===== config.mk =====
export PLATFORM = sky130hd
export DESIGN_NAME = line_follow_steering_flat
export DESIGN_NICKNAME = d
export VERILOG_FILES = /design/src/hw/rtl/lfs_pkg.sv /design/src/hw/rtl/lfs_sensor_if.sv /design/src/hw/rtl/lfs_steer_if.sv /design/src/hw/rtl/line_follow_steering.sv /design/src/flat_wrapper.sv
export SDC_FILE = /design/constraint.sdc
export NUM_CORES = 1
export LEC_CHECK = 0
export ABC_AREA = 1
export BUFFER_PORTS_ARGS = -buffer_cell sky130_fd_sc_hd__buf_2
export CAP_MARGIN = 20
export CORE_ASPECT_RATIO = 1.25
export CORE_MARGIN = 8
export CORE_UTILIZATION = 50
export CTS_CLUSTER_SIZE = 25
export DETAILED_ROUTE_END_ITERATION = 7
export PLACE_DENSITY = 0.68
export SETUP_SLACK_MARGIN = 0.3
export SLEW_MARGIN = 20
export SYNTH_ARGS = -nofsm -noshare
export SYNTH_HDL_FRONTEND = slang
export SYNTH_SLANG_ARGS = --single-unit

===== constraint.sdc =====
create_clock -name clk -period 6 [get_ports clk]
set_input_delay 0.6 -clock clk [delete_from_list [all_inputs] [get_ports clk]]
set_output_delay 0.6 -clock clk [all_outputs]
set_load 0.01 [all_outputs]

===== src/hw/rtl/lfs_pkg.sv =====
// Package for the line-follow steering block.
// Holds field widths, register indexes, pattern codes and drive limits.
// No dependencies; every other file of the block imports it.
package lfs_pkg;

  localparam int SAMPLE_W  = 10;
  localparam int DRIVE_W   = 8;
  localparam int PATTERN_W = 4;
  localparam int ERROR_W   = 3;
  localparam int COUNT_W   = 16;
  localparam int GAIN_W    = 8;
  localparam int NUM_SENSORS = 4;

  localparam int REG_INDEX_W = 3;
  localparam int REG_DATA_W  = 10;

  localparam logic [REG_INDEX_W-1:0] REG_THRESHOLD_0 = 3'd0;
  localparam logic [REG_INDEX_W-1:0] REG_THRESHOLD_1 = 3'd1;
  localparam logic [REG_INDEX_W-1:0] REG_THRESHOLD_2 = 3'd2;
  localparam logic [REG_INDEX_W-1:0] REG_THRESHOLD_3 = 3'd3;
  localparam logic [REG_INDEX_W-1:0] REG_GAIN        = 3'd4;
  localparam logic [REG_INDEX_W-1:0] REG_BASE_SPEED  = 3'd5;

  localparam logic [SAMPLE_W-1:0] THRESHOLD_RESET = 10'd512;

  localparam logic [PATTERN_W-1:0] PAT_CENTER     = 4'b0110;
  localparam logic [PATTERN_W-1:0] PAT_LEFT_1     = 4'b0100;
  localparam logic [PATTERN_W-1:0] PAT_LEFT_2     = 4'b1100;
  localparam logic [PATTERN_W-1:0] PAT_LEFT_3     = 4'b1000;
  localparam logic [PATTERN_W-1:0] PAT_RIGHT_1    = 4'b0010;
  localparam logic [PATTERN_W-1:0] PAT_RIGHT_2    = 4'b0011;
  localparam logic [PATTERN_W-1:0] PAT_RIGHT_3    = 4'b0001;
  localparam logic [PATTERN_W-1:0] PAT_ALL_ABOVE  = 4'b1111;

  localparam logic [DRIVE_W-1:0] DRIVE_MAX = 8'd255;

  typedef logic [SAMPLE_W-1:0] sample_t;
  typedef logic [DRIVE_W-1:0] drive_t;
  typedef logic signed [ERROR_W-1:0] error_t;

endpackage


===== src/hw/rtl/lfs_sensor_if.sv =====
// Request channel carrying one set of four sensor samples.
// Depends on lfs_pkg for the sample width.
interface lfs_sensor_if import lfs_pkg::*; ();
  logic    valid;
  logic    ready;
  sample_t sample_0;
  sample_t sample_1;
  sample_t sample_2;
  sample_t sample_3;

  modport source (output valid, sample_0, sample_1, sample_2, sample_3, input ready);
  modport sink (input valid, sample_0, sample_1, sample_2, sample_3, output ready);
endinterface


===== src/hw/rtl/lfs_steer_if.sv =====
// Request channel carrying one steering result.
// Depends on lfs_pkg for drive, pattern, error and count widths.
interface lfs_steer_if import lfs_pkg::*; ();
  logic                 valid;
  logic                 ready;
  drive_t               left_drive;
  drive_t               right_drive;
  logic [PATTERN_W-1:0] sensor_pattern;
  error_t               steer_error;
  logic [COUNT_W-1:0]   crossing_count;

  modport source (output valid, left_drive, right_drive, sensor_pattern, steer_error,
                  crossing_count, input ready);
  modport sink (input valid, left_drive, right_drive, sensor_pattern, steer_error,
                crossing_count, output ready);
endinterface


===== src/hw/rtl/line_follow_steering.sv =====
// Top level of the line-follow steering block.
// Depends on lfs_pkg, lfs_sensor_if and lfs_steer_if.
//
// Channel    Direction  Contents
// sensors    in         sample_0..sample_3, one request per sensor scan
// steering   out        left/right drive, sensor pattern, error, crossing count
// wr_*       in         register writes: thresholds, gain, base speed
//
// A request is decoded combinationally and its result registered, valid in the cycle after it is accepted.
// One request is accepted per cycle while the result register is empty or being drained.
// A stalled result holds the result register and blocks new requests until taken.
// Reset (synchronous, rst high) restores thresholds to 512, gain and base speed to 0,
// and clears the held error, crossing latch and crossing count.
module line_follow_steering import lfs_pkg::*; (
  input  logic                   clk,
  input  logic                   rst,
  input  logic                   wr_en,
  input  logic [REG_INDEX_W-1:0] wr_index,
  input  logic [REG_DATA_W-1:0]  wr_data,
  lfs_sensor_if.sink             sensors,
  lfs_steer_if.source            steering
);

  sample_t               threshold [NUM_SENSORS];
  logic [GAIN_W-1:0]     gain;
  drive_t                base_speed;

  error_t                last_error;
  logic                  crossing_latched;
  logic [COUNT_W-1:0]    crossings;

  logic                  out_valid;
  logic                  accept;

  sample_t               samples [NUM_SENSORS];
  logic [PATTERN_W-1:0]  pattern;
  logic                  any_below;
  error_t                error_next;
  logic signed [11:0]    prod;
  logic signed [11:0]    left_sum;
  logic signed [11:0]    right_sum;
  drive_t                left_next;
  drive_t                right_next;
  logic                  crossing_latched_next;
  logic [COUNT_W-1:0]    crossings_next;

  function automatic drive_t clamp_drive(input logic signed [11:0] v);
    drive_t r;
    if (v[11]) begin
      r = '0;
    end else if (v[10:8] != 3'd0) begin
      r = DRIVE_MAX;
    end else begin
      r = v[7:0];
    end
    return r;
  endfunction

  assign sensors.ready = !out_valid || steering.ready;
  assign accept = sensors.valid && sensors.ready;

  assign samples[0] = sensors.sample_0;
  assign samples[1] = sensors.sample_1;
  assign samples[2] = sensors.sample_2;
  assign samples[3] = sensors.sample_3;

  always_comb begin
    any_below = 1'b0;
    for (int i = 0; i < NUM_SENSORS; i++) begin
      pattern[NUM_SENSORS-1-i] = samples[i] > threshold[i];
      if (samples[i] < threshold[i]) begin
        any_below = 1'b1;
      end
    end
  end

  always_comb begin
    unique case (pattern)
      PAT_CENTER:  error_next = 3'sd0;
      PAT_LEFT_1:  error_next = -3'sd1;
      PAT_LEFT_2:  error_next = -3'sd2;
      PAT_LEFT_3:  error_next = -3'sd3;
      PAT_RIGHT_1: error_next = 3'sd1;
      PAT_RIGHT_2: error_next = 3'sd2;
      PAT_RIGHT_3: error_next = 3'sd3;
      default:     error_next = last_error;
    endcase
  end

  assign prod = signed'({4'b0000, gain}) * signed'({{9{error_next[2]}}, error_next});
  assign left_sum = signed'({4'b0000, base_speed}) + prod;
  assign right_sum = signed'({4'b0000, base_speed}) - prod;
  assign left_next = clamp_drive(left_sum);
  assign right_next = clamp_drive(right_sum);

  always_comb begin
    crossing_latched_next = crossing_latched;
    crossings_next = crossings;
    if (pattern == PAT_ALL_ABOVE && !crossing_latched) begin
      crossings_next = crossings + 16'd1;
      crossing_latched_next = 1'b1;
    end else if (any_below) begin
      crossing_latched_next = 1'b0;
    end
  end

  always_ff @(posedge clk) begin
    if (rst) begin
      for (int i = 0; i < NUM_SENSORS; i++) begin
        threshold[i] <= THRESHOLD_RESET;
      end
      gain <= '0;
      base_speed <= '0;
    end else if (wr_en) begin
      unique case (wr_index)
        REG_THRESHOLD_0: threshold[0] <= wr_data;
        REG_THRESHOLD_1: threshold[1] <= wr_data;
        REG_THRESHOLD_2: threshold[2] <= wr_data;
        REG_THRESHOLD_3: threshold[3] <= wr_data;
        REG_GAIN:        gain <= wr_data[GAIN_W-1:0];
        REG_BASE_SPEED:  base_speed <= wr_data[DRIVE_W-1:0];
        default: begin
        end
      endcase
    end
  end

  always_ff @(posedge clk) begin
    if (rst) begin
      last_error <= '0;
      crossing_latched <= 1'b0;
      crossings <= '0;
      out_valid <= 1'b0;
    end else begin
      if (accept) begin
        last_error <= error_next;
        crossing_latched <= crossing_latched_next;
        crossings <= crossings_next;
        out_valid <= 1'b1;
      end else if (steering.ready) begin
        out_valid <= 1'b0;
      end
    end
  end

  always_ff @(posedge clk) begin
    if (accept) begin
      steering.left_drive <= left_next;
      steering.right_drive <= right_next;
      steering.sensor_pattern <= pattern;
      steering.steer_error <= error_next;
      steering.crossing_count <= crossings_next;
    end
  end

  assign steering.valid = out_valid;

endmodule


===== src/flat_wrapper.sv =====
// flat-port wrapper written by rule: the top's interface ports become plain ports
module line_follow_steering_flat import lfs_pkg::*;
  (clk, rst, wr_en, wr_index, wr_data, sensors_valid, sensors_sample_0, sensors_sample_1, sensors_sample_2, sensors_sample_3, sensors_ready, steering_valid, steering_left_drive, steering_right_drive, steering_sensor_pattern, steering_steer_error, steering_crossing_count, steering_ready);
  lfs_sensor_if sensors_i ();
  lfs_steer_if steering_i ();
  input  logic clk;
  input  logic rst;
  input  logic wr_en;
  input  logic [REG_INDEX_W-1:0] wr_index;
  input  logic [REG_DATA_W-1:0] wr_data;
  input wire logic [$bits(sensors_i.valid)-1:0] sensors_valid;
  input wire logic [$bits(sensors_i.sample_0)-1:0] sensors_sample_0;
  input wire logic [$bits(sensors_i.sample_1)-1:0] sensors_sample_1;
  input wire logic [$bits(sensors_i.sample_2)-1:0] sensors_sample_2;
  input wire logic [$bits(sensors_i.sample_3)-1:0] sensors_sample_3;
  output wire logic [$bits(sensors_i.ready)-1:0] sensors_ready;
  output wire logic [$bits(steering_i.valid)-1:0] steering_valid;
  output wire logic [$bits(steering_i.left_drive)-1:0] steering_left_drive;
  output wire logic [$bits(steering_i.right_drive)-1:0] steering_right_drive;
  output wire logic [$bits(steering_i.sensor_pattern)-1:0] steering_sensor_pattern;
  output wire logic [$bits(steering_i.steer_error)-1:0] steering_steer_error;
  output wire logic [$bits(steering_i.crossing_count)-1:0] steering_crossing_count;
  input wire logic [$bits(steering_i.ready)-1:0] steering_ready;
  assign sensors_i.valid = sensors_valid;
  assign sensors_i.sample_0 = sensors_sample_0;
  assign sensors_i.sample_1 = sensors_sample_1;
  assign sensors_i.sample_2 = sensors_sample_2;
  assign sensors_i.sample_3 = sensors_sample_3;
  assign sensors_ready = sensors_i.ready;
  assign steering_valid = steering_i.valid;
  assign steering_left_drive = steering_i.left_drive;
  assign steering_right_drive = steering_i.right_drive;
  assign steering_sensor_pattern = steering_i.sensor_pattern;
  assign steering_steer_error = steering_i.steer_error;
  assign steering_crossing_count = steering_i.crossing_count;
  assign steering_i.ready = steering_ready;
  line_follow_steering u_core (.clk(clk), .rst(rst), .wr_en(wr_en), .wr_index(wr_index), .wr_data(wr_data), .sensors(sensors_i), .steering(steering_i));
endmodule

# == After elaboration in Yosys (flattened, before gate mapping) ==
# Memory sizes are Yosys's and may differ from the RTL's.
# Index checks and enable logic that the tools add are counted.
# word_totals
reg_bits,76
ram_bits,40
inputBits,58
output_inout_bits,41
elab_cells,88
memories,1
# memory_table
name,depth,word_bits,rd,rd_ports_with_merged_regs,write_ports,line,text
u_core.threshold,4,10,4,0,4,line_follow_steering.sv:24,sample_t threshold [NUM_SENSORS];
# op_classes
n_addsub,3
mul,1
n_lt_le_gt_ge,8
n_eq_ne,13
muxes,34
n_bitwise,4
reduce_logical,13
# ops
operator,count
> comparator 10 bit,4
less-than comparator 10 bit,4
two-way mux 10 bit,4
two-way mux 1 bit,26
case mux 3 bit (7 select lines),1
"adder 16 x 1 -> 16 bit, second input constant",1
two-way mux 16 bit,1
two-way mux 8 bit,2
adder 9 x 12 -> 12 bit,1
"== test 4 bit, second input constant",3
multiplier 9 x 3 -> 12 bit,1
subtractor 9 x 12 -> 12 bit,1
"== test 4 x 2 -> 1 bit, second input constant",2
"== test 4 x 3 -> 1 bit, second input constant",2
"== test 3 x 2 -> 1 bit, second input constant",2
"== test 3 bit, second input constant",2
AND reduction 2 bit,3
nonzero test 3 bit,2
"== test 4 x 1 -> 1 bit, second input constant",1
bitwise OR 1 bit,4
nonzero test 2 bit,2
"== test 3 x 1 -> 1 bit, second input constant",1
logical NOT 3 bit,1
logical AND 1 bit,2
other kinds (2),3

# == Logic depth before layout (Yosys ltp) ==
# depth
word_depth,7
ltp_mapped,36
depth_no_buf,36

# == Worst setup path after synthesis ==
# Ideal clock, no wire load.
# synth_path
path_kind,input-to-reg
start,input sensors_sample_3[9]
end,"register u_core.steering.right_drive[0], data pin"
setup_time_ps,257
t_arrival_ps,5168
setup_slack_ps,575
path_stages,29
n_path_buf,0
path_cell_list,ha_1 -> nand2_1 -> nor2_1 -> nand3_1 -> nand3_1 -> nand2_2 -> inv_2 -> nand3_1 -> and2_1 -> nand3b_1 -> nand2_2 -> inv_1 -> nand2_1 -> fa_1 -> inv_1 -> fa_1 -> ha_1 -> fa_1 -> a31o_2 -> xor2_1 -> inv_1 -> ha_1 -> inv_1 -> nand2_1 -> o21ai_0 -> xor2_1 -> nand2_1 -> nor3_1 -> nor2_1
# synth_between
elab_chain_cells,7
# synth_lines
element,line,text
from (decl),flat_wrapper.sv:15,input wire logic [$bits(sensors_i.sample_3)-1:0] sensors_sample_3;
> comparator 10 bit *,line_follow_steering.sv:70,pattern[NUM_SENSORS-1-i] = samples[i] > threshold[i];
named net u_core.pattern[0],line_follow_steering.sv:36,logic [PATTERN_W-1:0] pattern;
== test 4 x 1 -> 1 bit (tied with other cells),line_follow_steering.sv:78,unique case (pattern)
case mux 3 bit (7 select lines) *,line_follow_steering.sv:78,
named net u_core.error_next[1],line_follow_steering.sv:38,error_t error_next;
multiplier 9 x 3 -> 12 bit *,line_follow_steering.sv:90,"assign prod = signed'({4'b0000, gain}) * signed'({{9{error_next[2]}}, error_next});"
subtractor 9 x 12 -> 12 bit *,line_follow_steering.sv:92,"assign right_sum = signed'({4'b0000, base_speed}) - prod;"
nonzero test 3 bit,line_follow_steering.sv:51,end else if (v[10:8] != 3'd0) begin
two-way mux 8 bit,line_follow_steering.sv:51,
to (signal assigned),line_follow_steering.sv:149,steering.right_drive <= right_next;
to (decl),lfs_steer_if.sv:12,"modport source (output valid, left_drive, right_drive, sensor_pattern, steer_error,"
# The timed path passes the listed nets; every way through them passes the cells marked *.
# A chain may end at the register's enable or synchronous reset.

==> metrics.cfg <==
[placement]
dpl_cell_area_um2=8360
port_buffers=98
hpwlAfterDp_um=13100
post-place-ws_ns=0.00367
dp_cells=1190
routabilityCongestion=0.860

[critical_path]
crit_fanout=8
crit_arrival_ns=5.55
crit_family=adder cells
rrSetupSlack_ns=0.60
cp_num_buf_inv=5
r2r-start=u_core.threshold[0][39]
crit_path_start_kind=flip-flop
max_stage_delay_ns=0.48
crit_type=reg2reg
timing.rr.end=u_core.steering.left_drive[1]
critPathRequiredTime_ns=6.16
r2r_cells=31
end_kind=flip-flop
cp_slowest_cell=fa_1

[synth]
yosysTopAreaCell=edfxtp_1
ys_async_sr_fraction_pct=0
synthCells=902
yosysWarningCount=0
avgSynthCellArea_um2=8.39
yosys-top-cells-area=edfxtp_1, ha_1, dfxtp_1
synth_fp_nets=1044
synth_edf_count=79
synth_top_area_share_pct=31.4
yosysUniqueCellTypes=44
ys_ff_latch=116
syn_area_um2=7560
seq_area_frac_synth_pct=41.2
synth-main-ff-cell=edfxtp_1

[clocking]
clockBufferDepth=2
ctsResizeCount=0
cts_tree=yes
clk_pin_slew_worst_paths_ns=0.05
cts_setup_buffers=0
cts-hold-fix-buffers=0
root_buffer=clkbuf_16
htreeDepth=4
clock_latency_ns=0.41
cts.sink_count=116
cts_made_buffers=17

[layout]
area_growth_pct=19.7
utilization_pct=60.8
layout.cells.non_filler=1222
layout-drive-gt1-share_pct=21.2
diodes=0
nets=1169
regArea_um2=3110
final_area_um2=9050
multi_input_area_um2=3920
fillers=1314

[run_status]
status=complete, no violations

[sta]
skew_ns=0.00852
maxSlewViolCount=0
fin_setup_tns_ns=0
slew_headroom_pct=46.2
worst_slew_pin_slew_ns=0.805
worst_slack_ns=0.604
final-hold-violation-count=0
fmax_mhz=185
period_needed_ns=5.40
grt_setup_unrepaired=no
fin_crit_sh_pct=89.9
setup_viol=0

[power]
power.switching_uw=906
comb_power_share_pct=31.3
ir_worst_vdd_mv=0.177
p_clk_share_pct=33.1
p_per_area_nw_per_um2=303
intPower_uw=1840
seqPwrFrac_pct=35.6
swShare_pct=33.0
leakagePower_uw=0.00452

[global_route]
grt_pass1_vias=5911
grt_overflow_total=0
grt_first_pass_wirelength_um=28200
grt_max_degree=41
grtUsageTotal_pct=18.1
antenna_found_initial=1

[job]
drv_cap=0

[die]
ios=99
die_height_um=154
row_count=50
core_area_um2=14900
die_width_um=126
start_util_pct=50.8
dieArea_um2=19300

[detailed_routing]
drcViolationCount=0
wl_met1_um=6630
finalWirelength_um=17300
first_iter_violations=280
vias=6197
routed-wl-met3_um=1090
avgViaCountPerCell=5.07
routedWlPerCell_um=14.2
wl_met2_um=9160
top_layer_used=met5
dr.pass1.iters=4
postRouteAntennaNets=0

[hold_path]
min_from=steering_ready
hold_path.class=in2reg
hold_end=u_core.steering.valid
hold_depth=4

[cell type report]
cell class              instances  area share (%)
well taps                     182            2.52
clock buffers                  19            4.78
repair buffers                118            7.08
flip-flops and latches        116            34.4
clock inverters                13            1.02
multi-input cells             608            43.2
inverters                     166            6.97
[power groups by stage]
| stage | sequential (uW) | clock, uW | combinational, uW |
|---|---|---|---|
| 6_report | 978 | 909 | 860 |
| 5_1_grt | 986 | 956 | 965 |
| 4_1_cts | 979 | 918 | 814 |
| 3_5_place_dp | 994 | 0 | 810 |
| 3_3_place_gp | 993 | 0 | 799 |
| 2_1_floorplan | 1010 | 0 | 528 |
[worst reg2reg max path, delay by kind of cell, from the launching register on]
family	cells	cell delay [ns]
and+or+nand+nor	16	1.73
adders and majority gates	6	2.04
xor gates and xnor gates	2	0.30
buffers and inverters	5	0.39
DFF	1	0.32
AOI/OAI and AO/OA	2	0.36
[Yosys cell counts, types with 2 or more instances]
| library cell | n |
|---|---|
| nand2_1 | 165 |
| inv_1 | 154 |
| nor2_1 | 110 |
| edfxtp_1 | 79 |
| ha_1 | 74 |
| a21oi_1 | 58 |
| nand3_1 | 43 |
| dfxtp_1 | 37 |
| xor2_1 | 31 |
| o21ai_0 | 26 |
| nand2_2 | 17 |
| nor3_1 | 16 |
| fa_1 | 10 |
| nand4_1 | 10 |
| clkbuf_1 | 8 |
| nand3_2 | 7 |
| o21bai_1 | 7 |
| inv_2 | 6 |
| clkinv_1 | 4 |
| o21ai_1 | 4 |
| xnor2_1 | 4 |
| a21o_1 | 3 |
| nor2_2 | 3 |
| nand3b_1 | 2 |
| nor2_4 | 2 |
| nor4_1 | 2 |
| o211ai_1 | 2 |
| xor2_4 | 2 |
[worst max path at each step]
stage | start | endpoint | cells past startpoint
global route | u_core.threshold[0][39] | u_core.steering.right_drive[3] | 32
floorplan | sensors_sample_3[9] | u_core.steering.right_drive[0] | 29
detailed placement | sensors_sample_3[9] | u_core.steering.left_drive[1] | 32
global placement | sensors_sample_3[9] | u_core.steering.left_drive[7] | 32
CTS | u_core.threshold[0][39] | u_core.steering.left_drive[1] | 32
finish | u_core.threshold[0][39] | u_core.steering.left_drive[1] | 31
[cells in the final DEF (no fill, tap or decap), types with 10 or more instances in the layout]
| cell | netlist | final |
|---|---|---|
| nand2_1 | 165 | 161 |
| clkbuf_16 | 0 | 17 |
| nand2_2 | 17 | 19 |
| xor2_1 | 31 | 29 |
| o21ai_0 | 26 | 24 |
| nand3_1 | 43 | 39 |
| a21oi_1 | 58 | 57 |
| buf_4 | 1 | 20 |
| edfxtp_1 | 79 | 79 |
| inv_1 | 154 | 152 |
| ha_1 | 74 | 69 |
| nor2_2 | 3 | 11 |
| nand4_1 | 10 | 10 |
| nor3_1 | 16 | 14 |
| buf_2 | 1 | 98 |
| nor2_1 | 110 | 101 |
| dfxtp_1 | 37 | 37 |
| nand3_2 | 7 | 11 |
[cell families (layout without fill, tap and decap cells)]
| group | count (synthesis) | after routing | share of synthesized area [%] |
|---|---|---|---|
| compound gates | 106 | 106 | 7.71 |
| xor+xnor | 37 | 37 | 4.78 |
| fa+ha+maj | 84 | 84 | 14.9 |
| buf+inv | 178 | 316 | 9.31 |
| flops | 116 | 116 | 41.2 |
| simple gates | 381 | 381 | 22.2 |
[metal layers]
| metal | track usage, % | vias to the layer above |
|---|---|---|
| met3 | 3.81 | 33 |
| li1 | - | 3165 |
| met5 | 0 | - |
| met1 | 20.1 | 2867 |
| met4 | 7.06 | 2 |
| met2 | 33.1 | 130 |
[state kept, by name, indices dropped and copies added (netlist names)]
name / flops
u_core.base_speed: 8
u_core.steering.left_drive: 8
u_core.gain: 8
u_core.last_error: 3
u_core.steering.right_drive: 8
u_core.threshold: 40
u_core.steering.steer_error: 3
u_core.crossings: 16
u_core.steering.crossing_count: 16
u_core.steering.valid: 1
u_core.steering.sensor_pattern: 4
u_core.crossing_latched: 1
[stage by stage]
step | power, uW | hold WS [ns]
floorplan | 1540 | 0.454
global placement | 1790 | 0.487
detailed placement | 1800 | 0.482
CTS | 2710 | 0.475
global route | 2910 | 0.517
finish | 2750 | 0.488
Power figures use the tool's default switching activity.
